## src/design/assert_macros.svh

```systemverilog
// shared assertion macros for the frame checker
`ifndef ASSERT_MACROS_SVH
`define ASSERT_MACROS_SVH

`ifndef NO_ASSERTIONS
`define RFC8_ASSERT(lbl, clk, rstn, prop, msg) \
    lbl: assert property (@(posedge clk) disable iff (!(rstn)) prop) else $error(msg);
`define RFC8_NEVER(lbl, clk, rstn, expr, msg) \
    lbl: assert property (@(posedge clk) disable iff (!(rstn)) !(expr)) else $error(msg);
`else
`define RFC8_ASSERT(lbl, clk, rstn, prop, msg)
`define RFC8_NEVER(lbl, clk, rstn, expr, msg)
`endif

`endif

```

## src/design/rfc8_pkg.sv

```systemverilog
package rfc8_pkg;

    localparam int MAX_FRAME = 32;
    localparam int FRAME_AW  = $clog2(MAX_FRAME);
    localparam int CNT_W     = $clog2(MAX_FRAME + 1);
    localparam int CMP_W     = (CNT_W > 6) ? CNT_W : 6;

    localparam int BYTE_W    = 8;
    localparam int PLEN_W    = 5;
    localparam int FB_W      = 6;
    localparam int CFG_IDX_W = 1;

    localparam logic [PLEN_W-1:0] PAYLOAD_CAP  = 5'd28;
    localparam logic [BYTE_W-1:0] MARKER_RESET = 8'd62;
    localparam logic [BYTE_W-1:0] CRC_POLY_REV = 8'h8C;

    typedef enum logic [CFG_IDX_W-1:0] {
        REG_ANSWER_MARKER  = 1'b0,
        REG_PAYLOAD_LENGTH = 1'b1
    } cfg_reg_t;

    typedef enum logic [2:0] {
        ST_OK      = 3'd0,
        ST_CRC     = 3'd1,
        ST_MARKER  = 3'd2,
        ST_LENGTH  = 3'd3,
        ST_DEVICE  = 3'd4,
        ST_PAYLOAD = 3'd5
    } status_t;

    // dallas/maxim crc-8, lsb first
    function automatic logic [BYTE_W-1:0] crc8_step(input logic [BYTE_W-1:0] crc_in,
                                                    input logic [BYTE_W-1:0] data_in);
        logic [BYTE_W-1:0] crc;
        logic [BYTE_W-1:0] d;
        crc = crc_in;
        d   = data_in;
        for (int i = 0; i < BYTE_W; i++)
        begin
            if (crc[0] ^ d[0])
            begin
                crc = (crc >> 1) ^ CRC_POLY_REV;
            end
            else
            begin
                crc = crc >> 1;
            end
            d = d >> 1;
        end
        return crc;
    endfunction

endpackage

```

## src/design/response_frame_checker_crc8.sv

```systemverilog
// a byte or timeout word that ends a frame has its result word in the output register
// on the next cycle. a byte that finishes a good frame with payload then gives its
// payload words one by one, each by a ram read (S_FETCH) and an output load (S_EMIT)
// that waits for a free output register; in_ready stays low until the last is loaded.
// one word per cycle while no payload is read out and the output is not stalled;
// reset clears count, crc, output and configuration (marker 62, length 0), not the ram.
module response_frame_checker_crc8 (
    input  logic                                  clk,
    input  logic                                  rst_n,
    input  logic                                  cfg_we,
    input  logic [rfc8_pkg::CFG_IDX_W-1:0]        cfg_index,
    input  logic [rfc8_pkg::BYTE_W-1:0]           cfg_data,
    input  logic                                  in_valid,
    output logic                                  in_ready,
    input  logic                                  operation,
    input  logic [rfc8_pkg::BYTE_W-1:0]           data_byte,
    output logic                                  out_valid,
    input  logic                                  out_ready,
    output rfc8_pkg::status_t                     status,
    output logic [rfc8_pkg::BYTE_W-1:0]           device_status,
    output logic [rfc8_pkg::BYTE_W-1:0]           address,
    output logic [rfc8_pkg::BYTE_W-1:0]           command,
    output logic [rfc8_pkg::FB_W-1:0]             frame_bytes,
    output logic [rfc8_pkg::BYTE_W-1:0]           payload_byte,
    output logic [rfc8_pkg::PLEN_W-1:0]           payload_index,
    output logic                                  last
);

    import rfc8_pkg::*;

    `include "assert_macros.svh"

    typedef enum logic [1:0] {
        S_IDLE,
        S_FETCH,
        S_EMIT
    } state_t;

    state_t              state_reg,        state_next;
    logic [CNT_W-1:0]    count_reg,        count_next;
    logic [BYTE_W-1:0]   crc_reg,          crc_next;
    logic [BYTE_W-1:0]   byte0_reg,        byte0_next;
    logic [BYTE_W-1:0]   addr_reg,         addr_next;
    logic [BYTE_W-1:0]   cmd_reg,          cmd_next;
    logic [FRAME_AW-1:0] rd_addr_reg,      rd_addr_next;
    logic [PLEN_W-1:0]   idx_reg,          idx_next;
    logic [BYTE_W-1:0]   marker_reg,       marker_next;
    logic [PLEN_W-1:0]   plen_cfg_reg,     plen_cfg_next;

    logic                out_valid_reg,    out_valid_next;
    status_t             out_status_reg,   out_status_next;
    logic [BYTE_W-1:0]   out_dev_reg,      out_dev_next;
    logic [BYTE_W-1:0]   out_addr_reg,     out_addr_next;
    logic [BYTE_W-1:0]   out_cmd_reg,      out_cmd_next;
    logic [FB_W-1:0]     out_nbytes_reg,   out_nbytes_next;
    logic [BYTE_W-1:0]   out_pbyte_reg,    out_pbyte_next;
    logic [PLEN_W-1:0]   out_pidx_reg,     out_pidx_next;
    logic                out_last_reg,     out_last_next;

    logic [PLEN_W-1:0]   plen;
    logic                out_free;
    logic                accept;
    logic [CNT_W-1:0]    n;
    logic [CMP_W-1:0]    n_cmp;
    logic [CMP_W-1:0]    need_cmp;
    logic [BYTE_W-1:0]   crc_new;
    logic                ram_we;
    logic [BYTE_W-1:0]   ram_rdata;

    assign plen     = (plen_cfg_reg > PAYLOAD_CAP) ? PAYLOAD_CAP : plen_cfg_reg;
    assign out_free = !out_valid_reg || out_ready;
    assign in_ready = (state_reg == S_IDLE) && out_free;
    assign accept   = in_valid && in_ready;
    assign n        = count_reg + CNT_W'(1);
    assign n_cmp    = CMP_W'(n);
    assign need_cmp = CMP_W'(plen) + CMP_W'(4);
    assign crc_new  = crc8_step(crc_reg, data_byte);
    assign ram_we   = accept && !operation;

    rfc8_ram #(
        .WIDTH (BYTE_W),
        .DEPTH (MAX_FRAME)
    ) u_frame_ram (
        .clk   (clk),
        .we    (ram_we),
        .waddr (count_reg[FRAME_AW-1:0]),
        .wdata (data_byte),
        .raddr (rd_addr_reg),
        .rdata (ram_rdata)
    );

    always_comb
    begin
        state_next      = state_reg;
        count_next      = count_reg;
        crc_next        = crc_reg;
        byte0_next      = byte0_reg;
        addr_next       = addr_reg;
        cmd_next        = cmd_reg;
        rd_addr_next    = rd_addr_reg;
        idx_next        = idx_reg;
        marker_next     = marker_reg;
        plen_cfg_next   = plen_cfg_reg;
        out_valid_next  = out_valid_reg && !out_ready;
        out_status_next = out_status_reg;
        out_dev_next    = out_dev_reg;
        out_addr_next   = out_addr_reg;
        out_cmd_next    = out_cmd_reg;
        out_nbytes_next = out_nbytes_reg;
        out_pbyte_next  = out_pbyte_reg;
        out_pidx_next   = out_pidx_reg;
        out_last_next   = out_last_reg;

        if (cfg_we)
        begin
            case (cfg_index)
                REG_ANSWER_MARKER:  marker_next   = cfg_data;
                REG_PAYLOAD_LENGTH: plen_cfg_next = cfg_data[PLEN_W-1:0];
                default:            marker_next   = marker_reg;
            endcase
        end

        case (state_reg)
            S_IDLE:
            begin
                if (accept)
                begin
                    if (operation)
                    begin
                        if (count_reg != '0)
                        begin
                            out_valid_next  = 1'b1;
                            out_status_next = ST_LENGTH;
                            out_dev_next    = '0;
                            out_addr_next   = '0;
                            out_cmd_next    = '0;
                            out_nbytes_next = FB_W'(count_reg);
                            out_pbyte_next  = '0;
                            out_pidx_next   = '0;
                            out_last_next   = 1'b1;
                            count_next      = '0;
                            crc_next        = '0;
                        end
                    end
                    else
                    begin
                        if (count_reg == CNT_W'(0))
                        begin
                            byte0_next = data_byte;
                        end
                        if (count_reg == CNT_W'(1))
                        begin
                            addr_next = data_byte;
                        end
                        if (count_reg == CNT_W'(2))
                        begin
                            cmd_next = data_byte;
                        end
                        count_next      = n;
                        crc_next        = crc_new;
                        out_dev_next    = '0;
                        out_addr_next   = '0;
                        out_cmd_next    = '0;
                        out_nbytes_next = FB_W'(n);
                        out_pbyte_next  = '0;
                        out_pidx_next   = '0;
                        out_last_next   = 1'b1;
                        if (n == CNT_W'(MAX_FRAME))
                        begin
                            out_valid_next  = 1'b1;
                            out_status_next = ST_LENGTH;
                            count_next      = '0;
                            crc_next        = '0;
                        end
                        else if (n_cmp < CMP_W'(4))
                        begin
                            out_valid_next = out_valid_reg && !out_ready;
                        end
                        else if (byte0_reg != marker_reg)
                        begin
                            out_valid_next  = 1'b1;
                            out_status_next = ST_MARKER;
                            count_next      = '0;
                            crc_next        = '0;
                        end
                        else if (n_cmp < need_cmp)
                        begin
                            out_valid_next = out_valid_reg && !out_ready;
                        end
                        else if (crc_reg != data_byte)
                        begin
                            out_valid_next  = 1'b1;
                            out_status_next = ST_CRC;
                            count_next      = '0;
                            crc_next        = '0;
                        end
                        else
                        begin
                            out_valid_next  = 1'b1;
                            out_addr_next   = addr_reg;
                            out_cmd_next    = cmd_reg;
                            out_last_next   = (plen == '0);
                            count_next      = '0;
                            crc_next        = '0;
                            if (n_cmp == CMP_W'(4))
                            begin
                                out_status_next = ST_DEVICE;
                                out_dev_next    = data_byte;
                            end
                            else
                            begin
                                out_status_next = ST_OK;
                            end
                            if (plen != '0)
                            begin
                                state_next   = S_FETCH;
                                rd_addr_next = FRAME_AW'(3);
                                idx_next     = '0;
                            end
                        end
                    end
                end
            end
            S_FETCH:
            begin
                state_next = S_EMIT;
            end
            S_EMIT:
            begin
                if (out_free)
                begin
                    out_valid_next  = 1'b1;
                    out_status_next = ST_PAYLOAD;
                    out_dev_next    = '0;
                    out_addr_next   = addr_reg;
                    out_cmd_next    = cmd_reg;
                    out_pbyte_next  = ram_rdata;
                    out_pidx_next   = idx_reg;
                    out_last_next   = (PLEN_W'(idx_reg + PLEN_W'(1)) == plen);
                    if (PLEN_W'(idx_reg + PLEN_W'(1)) == plen)
                    begin
                        state_next = S_IDLE;
                    end
                    else
                    begin
                        state_next   = S_FETCH;
                        idx_next     = idx_reg + PLEN_W'(1);
                        rd_addr_next = rd_addr_reg + FRAME_AW'(1);
                    end
                end
            end
            default:
            begin
                state_next = S_IDLE;
            end
        endcase
    end

    always_ff @(posedge clk or negedge rst_n)
    begin
        if (!rst_n)
        begin
            state_reg      <= S_IDLE;
            count_reg      <= '0;
            crc_reg        <= '0;
            byte0_reg      <= '0;
            addr_reg       <= '0;
            cmd_reg        <= '0;
            rd_addr_reg    <= '0;
            idx_reg        <= '0;
            marker_reg     <= MARKER_RESET;
            plen_cfg_reg   <= '0;
            out_valid_reg  <= 1'b0;
            out_status_reg <= ST_OK;
            out_dev_reg    <= '0;
            out_addr_reg   <= '0;
            out_cmd_reg    <= '0;
            out_nbytes_reg <= '0;
            out_pbyte_reg  <= '0;
            out_pidx_reg   <= '0;
            out_last_reg   <= 1'b0;
        end
        else
        begin
            state_reg      <= state_next;
            count_reg      <= count_next;
            crc_reg        <= crc_next;
            byte0_reg      <= byte0_next;
            addr_reg       <= addr_next;
            cmd_reg        <= cmd_next;
            rd_addr_reg    <= rd_addr_next;
            idx_reg        <= idx_next;
            marker_reg     <= marker_next;
            plen_cfg_reg   <= plen_cfg_next;
            out_valid_reg  <= out_valid_next;
            out_status_reg <= out_status_next;
            out_dev_reg    <= out_dev_next;
            out_addr_reg   <= out_addr_next;
            out_cmd_reg    <= out_cmd_next;
            out_nbytes_reg <= out_nbytes_next;
            out_pbyte_reg  <= out_pbyte_next;
            out_pidx_reg   <= out_pidx_next;
            out_last_reg   <= out_last_next;
        end
    end

    assign out_valid     = out_valid_reg;
    assign status        = out_status_reg;
    assign device_status = out_dev_reg;
    assign address       = out_addr_reg;
    assign command       = out_cmd_reg;
    assign frame_bytes   = out_nbytes_reg;
    assign payload_byte  = out_pbyte_reg;
    assign payload_index = out_pidx_reg;
    assign last          = out_last_reg;

    `RFC8_ASSERT(a_emit_frame_cleared, clk, rst_n, state_reg != S_IDLE |-> count_reg == '0 && crc_reg == '0, "frame state not cleared during payload readout")
    `RFC8_ASSERT(a_emit_index_range, clk, rst_n, state_reg != S_IDLE |-> idx_reg < plen, "payload index beyond payload length")
    `RFC8_ASSERT(a_partial_word_continues, clk, rst_n, out_valid_reg && !out_last_reg |-> state_reg != S_IDLE, "non-final word with no readout in progress")
    `RFC8_ASSERT(a_empty_timeout_silent, clk, rst_n, accept && operation && count_reg == '0 && !out_valid_reg |=> !out_valid_reg, "timeout on empty frame produced a word")
    `RFC8_NEVER(a_count_below_max, clk, rst_n, count_reg >= CNT_W'(MAX_FRAME), "byte count reached frame limit")

endmodule

```

## src/design/rfc8_ram.sv

```systemverilog
module rfc8_ram #(
    parameter int WIDTH = 8,
    parameter int DEPTH = 32,
    parameter int AW    = $clog2(DEPTH)
) (
    input  logic             clk,
    input  logic             we,
    input  logic [AW-1:0]    waddr,
    input  logic [WIDTH-1:0] wdata,
    input  logic [AW-1:0]    raddr,
    output logic [WIDTH-1:0] rdata
);

    logic [WIDTH-1:0] mem [DEPTH];

    always_ff @(posedge clk)
    begin
        if (we)
        begin
            mem[waddr] <= wdata;
        end
        rdata <= mem[raddr];
    end

endmodule
```

## config.mk

```make
export PLATFORM = sky130hd
export DESIGN_NAME = response_frame_checker_crc8
export DESIGN_NICKNAME = d
export VERILOG_FILES = /design/src/design/rfc8_pkg.sv /design/src/design/response_frame_checker_crc8.sv /design/src/design/rfc8_ram.sv
export VERILOG_INCLUDE_DIRS = /design/src /design/src/design
export SDC_FILE = /design/constraint.sdc
export NUM_CORES = 1
export LEC_CHECK = 0
export ABC_AREA = 1
export BUFFER_PORTS_ARGS = -buffer_cell sky130_fd_sc_hd__buf_4
export CORE_UTILIZATION = 23
export DETAILED_ROUTE_END_ITERATION = 12
export PLACE_DENSITY = 0.35
export SETUP_SLACK_MARGIN = 0.05
export SYNTH_ARGS = -nofsm -noshare
export SYNTH_HDL_FRONTEND = slang
export SYNTH_SLANG_ARGS = --single-unit
```

## constraint.sdc

```tcl
create_clock -name clk -period 6.8 [get_ports clk]
set_input_delay 1.36 -clock clk [delete_from_list [all_inputs] [get_ports clk]]
set_output_delay 1.36 -clock clk [all_outputs]
set_load 0.01 [all_outputs]
```

Word-level counts from Yosys, hierarchy flattened
Memories as Yosys holds them, arrays and structs flattened. A register that Yosys moved wholly into a read port is not among the register bits. Index checks and enable logic that the tools add are counted.

Flip-flop bits (word level): 111. Bits in writable memories: 256. Input port bits: 23. Output and inout bits: 49. Word-level logic and storage cells: 217. Memories: 1.

Memories: u_frame_ram.mem (depth 32, bits a word 8, read ports 1, clocked after Yosys merged registers in 1, wr ports 1, RTL line rfc8_ram.sv:14) `logic [WIDTH-1:0] mem [DEPTH];`.

Add/subtract/negate cells: 4. Order comparisons: 3. Equal/unequal tests: 23. Multiplexer cells: 125. Bitwise operators: 18. Reductions and logical operators: 24.

Operators by type and width (number): 8-bit two-way mux (42); 5-bit two-way mux (25); 8-bit one-hot mux with 2 select lines (4); 6-bit two-way mux (8); 3-bit two-way mux (10); 5-bit one-hot mux with 2 select lines (3); 2-bit NOT with 3-bit output (8); 1-bit two-way mux (20); 2-bit two-way mux (9); 2-bit inequality test (second input constant) (9); 8-bit inequality test (2); 4-bit AND reduction (4); 11-bit AND reduction (1); 5-bit by 1-bit adder with 5-bit output (second input constant) (2); 9-bit AND reduction (1); 1-bit bitwise XOR (8); 5-bit by 3-bit adder with 6-bit output (second input constant) (1); 6-bit by 1-bit adder with 6-bit output (second input constant) (1); 6-bit by 1-bit == test with 1-bit output (second input constant) (1); 6-bit by 2-bit == test with 1-bit output (second input constant) (1); 6-bit by 3-bit == test with 1-bit output (second input constant) (1); 6-bit == test (second input constant) (1); 6-bit zero test (1); 6-bit by 3-bit less-than comparator with 1-bit output (second input constant) (1); 24 further kinds (33).

Longest topological paths before layout
Gate-level depths: netlist of run 1.

Depth in word-level cells: 21. Mapped depth: 18. Depth with buffers taken out: 17.

By module
A second synthesis of run 1 with hierarchy kept.

Cell total of the unflattened synthesis: 1634. Area, all modules: 16425.8 µm².

By module, submodules not included: rfc8_ram (instances 1, cells an instance 922, area each 10786.6 µm², seq. area each 7847.5 µm²); response_frame_checker_crc8 (instances 1, cells an instance 712, area each 5639.2 µm², seq. area each 2783.9 µm²).

Worst setup path after synthesis of run 1
Ideal clock, no wire load.

Path type: input to output. Start point: input port out_ready. End point: output port in_ready. Data arrival time: 1635 ps. Required time: 5440 ps. Path slack: 3805 ps. Stages on the path: 2. Buffers on the path: 0. Cell sequence: nor2_1 nor2_1.

Cells in the longest elaborated chain, start to end: 2.

RTL lines: start, declared (RTL line response_frame_checker_crc8.sv:18) `input logic out_ready,`; 1-bit logical OR (RTL line response_frame_checker_crc8.sv:71) `assign out_free = !out_valid_reg || out_ready;`; 1-bit logical AND (RTL line response_frame_checker_crc8.sv:72) `assign in_ready = (state_reg == S_IDLE) && out_free;`; end, declared (RTL line response_frame_checker_crc8.sv:14) `output logic in_ready,`.

Every way passes these cells.

==> results.md, run 1 <==
* Status: completed
* Worst VDD drop at 0.1834 mV
* Final Cycle Share at 0.5138
* CP max FO at 73
* # resized after CTS at 0
* Most frequent cell after synthesis: nand2_1
* Chip width at 266.5 µm
* Peak Freq at 0.2862 GHz
* Syn-to-layout area delta at 17.78%
* Clock Path Buffers at 3
* Crit path kind: flop to flop
* Final Max Tran Viols at 0
* FF-to-FF End: u_frame_ram.rdata[2]
* Post-Route Setup TNS at 0 ns
* Sequential-to-total area share from yosys stat at 0.6608
* End point of the critical path: u_frame_ram.rdata[2]
* M1 WL at 22,730 µm
* Root Buffer: clkbuf_16
* Crit path DAT at 3.95 ns
* Post-route DRC at 0
* Hold-fix buffers, CTS at 0
* Fraction of registers with async set/reset at 0.2960
* Top reg by flops: u_frame_ram.mem
* Syn nets at 1,541
* Largest net degree at the start of global routing at 74
* Cell area power density at 353.9 nW/µm²
* Tmin final at 3.494 ns
* Crit path launch type: flop
* Number of CTS-inserted buffers at 45
* H-tree Lvls at 2
* Origin of the worst setup path: rd_addr_reg[0]
* # clock sinks at 375
* Total number of vias at 11,142
* 1st-pass router iterations at 5
* R2R Setup Slk at 3.31 ns
* First-pass GRT wire length at 73,890 µm
* Largest cells by area after synthesis: edfxtp_1 (48%), dfrtp_1 (16%), nand2_1 (6.3%), o21ai_0 (6.0%), nor2_1 (5.6%)
* Routed wire length per instance at 19.85 µm
* Overall routing resource usage at 0.1410
* Max layer used: met4
* Register bit total from synthesis at 375
* I/O pins at 72
* Setup crit end kind: flop
* Fin nets at 1,597
* Initial core utilization at 0.2334
* R2R cell count at 8
* Ys Warns at 0
* Skew final at 0.03091 ns
* Least-Margin Pin Slew at 1.182 ns
* Mean area per synthesized cell at 10.70 µm²
* Met2 Routed Length at 24,390 µm
* CTS tree: yes
* Detail Placement HPWL at 31,990 µm
* Worst Setup Slack post-DPL at 2.782 ns
* Buffers on Ports at 71
* Synth Cell Area at 16,090 µm²
* Most used DFF post-synth: edfxtp_1
* Unrepaired setup endpoints after global routing: no
* Reg clk slew, reported paths at 0.06 ns
* Count of max-cap constraint violations at 0
* Vias in the first global route at 11,387
* Final GP Congestion at 0.8023
* Distinct cell type count after synthesis at 44
* Commonest cells in the netlist: nand2_1 (268), edfxtp_1 (256), nor2_1 (239)
* Top-area cell type share of the netlist area at 0.4778
* Routed WL at 50,180 µm
* Cell Count, Final, Fillers Out at 2,528
* Final-report hold violation count at 0
* DR vias/cell at 4.407
* Initial antenna violation count at 0
* Core region area at 68,950 µm²
* Grt ovf at 0
* Share of layout cells above drive strength 1 at 0.1228
* Row count at 96
* Synth Instances at 1,504
* DR WL met3 at 1897 µm
* Worst Hold Class: flop to flop
* Post-synth EDFFs at 256
* Final setup fails at 0
* Die height at 266.5 µm
* Largest area contributor in the synthesized netlist: edfxtp_1
* Overall power at 6.707 mW
* Post-CTS setup buffers at 0
* Worst reg2reg path startpoint: rd_addr_reg[0]
* Hold path start: u_frame_ram.rdata[6]
* Die area at 71,010 µm²
* Iteration-0 DRC Markers at 702
* Clk Latency, worst-skew pair at 0.60 ns
* Relative slew slack at 0.2108
* Post-route setup slack at 3.306 ns
* Max reg flops at 256
* Inst Count DP at 2,444
* LEAKAGE at 7.106 nW
* Final ANT Viol Nets at 0
* CP Data Required Time at 7.25 ns
* Util after Layout at 0.2748
## worst max-delay path, cell delays in order (launching register included)
cell,delay [ns]
dfrtp_4,0.59
clkinv_2,0.81
buf_4,0.63
o21ai_0,0.26
o21ai_0,0.20
o211ai_1,0.36
nand3_1,0.11
o21ai_1,0.24
inv_1,0.07
## cells by family (layout without fill, tap and decap cells)
group,Yosys count,count (layout),share of synthesized area
and+or+nand+nor,654,654,0.1747
buffers and inverters,148,240,0.03896
AOI/OAI and AO/OA,282,282,0.09744
adders and majority gates,14,14,0.01089
xor gates and xnor gates,29,29,0.01579
other,0,1,0
DFF,375,375,0.6608
muxes,2,2,0.001400
## layer usage
layer,GRT usage,vias to the layer above
met1,0.1826,5530
met2,0.2404,215
met4,0.04054,0
met3,0.02399,64
li1,-,5333
met5,0,-
## worst min path at each step
stage	to	cells past startpoint
floorplan	payload_byte[7]	2
global placement	cmd_reg[2]	2
detailed placement	address[0]	2
CTS	payload_byte[6]	2
global route	address[6]	2
finish	payload_byte[6]	2
## through the flow
stage | hold slack, ns | instance area, µm²
final | 0.4666 | 18950
after global routing | 0.4991 | 18950
after CTS | 0.4710 | 18950
after detailed placement | 0.4670 | 17530
after global placement | 0.4692 | 17530
after floorplan | 0.4381 | 16090
## layout make-up
cell class	instances	area, µm²
clock buffers	56	1207
inverters	75	282.8
repair buffers	82	615.6
multi-input cells	981	4831
clock inverters	27	209.0
diodes	1	2.502
well taps	931	1165
flip-flops and latches	375	10640
fillers	7356	50000
## power breakdown
part	internal [mW]	switching (mW)	leakage [nW]
clock network	1.31	1.01	0.696
registers	2.64	0.178	3.82
logic	0.474	1.10	2.59
total	4.42	2.29	7.11
## placed cells by master, fill, tap and decap left out, types with 15 or more instances in the layout
| master | instances |
|---|---|
| nand3_1 | 88 |
| o22ai_1 | 34 |
| nand2_1 | 268 |
| o21ai_0 | 194 |
| xor2_1 | 15 |
| edfxtp_1 | 256 |
| clkbuf_16 | 45 |
| nor2_1 | 239 |
| o211ai_1 | 29 |
| buf_4 | 82 |
| inv_1 | 66 |
| dfrtp_1 | 104 |
No activity file was read; power rests on OpenSTA's default activity.
==> run 2: changes to the inputs <==
==> constraint.sdc (replaced) <==
create_clock -name clk -period 3.6 [get_ports clk]
set_input_delay 0.72 -clock clk [delete_from_list [all_inputs] [get_ports clk]]
set_output_delay 0.72 -clock clk [all_outputs]
set_load 0.01 [all_outputs]
==> run 2 against run 1 <==
Against the previous run: count of clock-buffer cells in the layout grew 4; register-to-register slack lost 2.7 ns; via count grew 0.33%; fmax grew 18%; cell area grew 1.9%; sequential power grew 88%; die area is the same; clock power grew 90%; power grew 89%; setup slack lost 2.7 ns; combinational power grew 90%.
==> results.md, run 2 (synthesis results as in run 1) <==
* Status: completed
* M1 WL at 22,010 µm
* Routed wire length per instance at 18.82 µm
* Final ANT Viol Nets at 0
* Final setup fails at 0
* Initial core utilization at 0.2334
* Die height at 266.5 µm
* Fin nets at 1,644
* 1st-pass router iterations at 7
* Clock Path Buffers at 3
* Dpl cell area at 17,900 µm²
* Crit path max-delay cell type: dfrtp_1
* Crit path DAT at 3.43 ns
* Max reg flops at 256
* DR WL met3 at 1683 µm
* FF-to-FF End: crc_reg[6]
* Final GP Congestion at 0.7917
* Vias in the first global route at 11,148
* Reg clk slew, reported paths at 0.06 ns
* Skew final at 0.02245 ns
* Max layer used: met4
* Worst VDD drop at 0.2940 mV
* Iteration-0 DRC Markers at 701
* Top reg by flops: u_frame_ram.mem
* Count of max-cap constraint violations at 0
* Cell area power density at 656.2 nW/µm²
* Met2 Routed Length at 23,680 µm
* First-pass GRT wire length at 72,580 µm
* R2R cell count at 16
* # resized after CTS at 0
* Routed WL at 48,420 µm
* Largest net degree at the start of global routing at 95
* Worst Hold Class: input pin to asynchronous set/reset pin
* Overall routing resource usage at 0.1369
* Syn-to-layout area delta at 20.00%
* Crit-path cells: ha_1, nand2_1, inv_1, nand2_1, nand2_1, inv_1, ha_1, nand2_1, nor2_1, nor3_1, nand2_1, nor2_1, nand2_1, nand2_1, nand2_1, o21ai_0
* Row count at 96
* H-tree Lvls at 2
* Final Max Tran Viols at 0
* Post-Route Setup TNS at 0 ns
* # clock sinks at 375
* Root Buffer: clkbuf_16
* Initial antenna violation count at 0
* CTS tree: yes
* Antenna cells at 0
* Final Cycle Share at 0.8200
* Crit path launch type: flop
* Least-Margin Pin Slew at 0.9442 ns
* Buffers on Ports at 71
* Grt ovf at 0
* Detail Placement HPWL at 30,770 µm
* Setup crit end kind: flop
* Worst reg2reg path startpoint: count_reg[0]
* Post-route DRC at 0
* Chip width at 266.5 µm
* I/O pins at 72
* DR vias/cell at 4.345
* Number of CTS-inserted buffers at 46
* Hold-fix buffers, CTS at 0
* Die area at 71,010 µm²
* Tmin final at 2.952 ns
* R2R Setup Slk at 0.65 ns
* Relative slew slack at 0.3706
* CP Data Required Time at 4.07 ns
* Clk Latency, worst-skew pair at 0.58 ns
* CP max stage delay at 0.52 ns
* Final-report hold violation count at 0
* Final Instance Area at 19,310 µm²
* Peak Freq at 0.3388 GHz
* Most common cell after layout, fill and taps aside: nand2_1
* Share of layout cells above drive strength 1 at 0.1437
* Unrepaired setup endpoints after global routing: no
* Critical Path Most Common Cell: nand2_1
* Post-CTS setup buffers at 0
* Most frequent cells in the layout: nand2_1 (268), edfxtp_1 (256), nor2_1 (239)
* LEAKAGE at 7.348 nW
* CP max FO at 8
* Total number of vias at 11,179
* Crit path kind: flop to flop
* Layout filler cell count at 7,299
* Core region area at 68,950 µm²
run 2: changes by cell type in the layout (fill, tap and decap cells not counted):
cell	change
bufinv_16	+1
clkinv_1	+2
clkinv_16	-1
clkbuf_8	-2
inv_16	-1
clkbuf_16	+2
clkinvlp_4	-1
buf_4	+44
clkbuf_1	+4
clkinv_2	-4
buf_12	+2
diode_2	-1
clkinv_8	-1
inv_6	+1
run 2: per-layer routing:
layer / up-vias / GRT usage
met5: - / 0
li1: 5426 / -
met4: 0 / 0.03790
met1: 5509 / 0.1791
met2: 185 / 0.2331
met3: 59 / 0.02140
run 2: stage by stage:
stage | power (mW) | std cells | hold WS, ns | worst slack, ns | util
floorplan | 7.273 | 1504 | 0.4244 | 1.209 | -
global placement | 8.472 | 2490 | 0.4706 | 0.7135 | 0.2596
detailed placement | 8.443 | 2490 | 0.4652 | 0.6841 | 0.2596
CTS | 12.94 | 2573 | 0.3022 | 0.6685 | 0.2800
global route | 13.44 | 2573 | 0.3468 | 0.3237 | 0.2800
finish | 12.67 | 2573 | 0.2911 | 0.6481 | 0.2800
run 2: worst max-delay path by stage:
stage | cells past startpoint | startpoint | to | slack [ns]
5_1_grt | 16 | count_reg[0] | crc_reg[2] | 0.32
2_1_floorplan | 16 | count_reg[0] | crc_reg[2] | 1.21
3_5_place_dp | 16 | count_reg[0] | crc_reg[3] | 0.68
4_1_cts | 16 | count_reg[0] | crc_reg[3] | 0.67
6_report | 16 | count_reg[0] | crc_reg[6] | 0.65
3_3_place_gp | 16 | count_reg[0] | crc_reg[7] | 0.71
run 2: where the power goes:
part	leakage (nW)	switching, mW	internal (mW)
Combinational	2.84	2.06	0.940
Clock	0.689	1.84	2.57
Sequential	3.82	0.289	4.98
Total	7.35	4.18	8.48
run 2: final cells by class:
type,instances,area (µm²),area share
flip-flops and latches,375,10640,0.5509
multi-input cells,981,4831,0.2502
clock buffers,60,1245,0.06448
well taps,931,1165,0.06033
repair buffers,128,985.9,0.05107
inverters,75,282.8,0.01465
clock inverters,23,161.4,0.008360
run 2: worst max-delay path: cells and delay by family, from the launching register on:
family                     cells  cell delay (ns)
and+or+nand+nor               11             1.44
DFF                            1             0.52
AOI/OAI and AO/OA              1             0.20
adders and majority gates      2             0.54
buffers and inverters          2             0.16
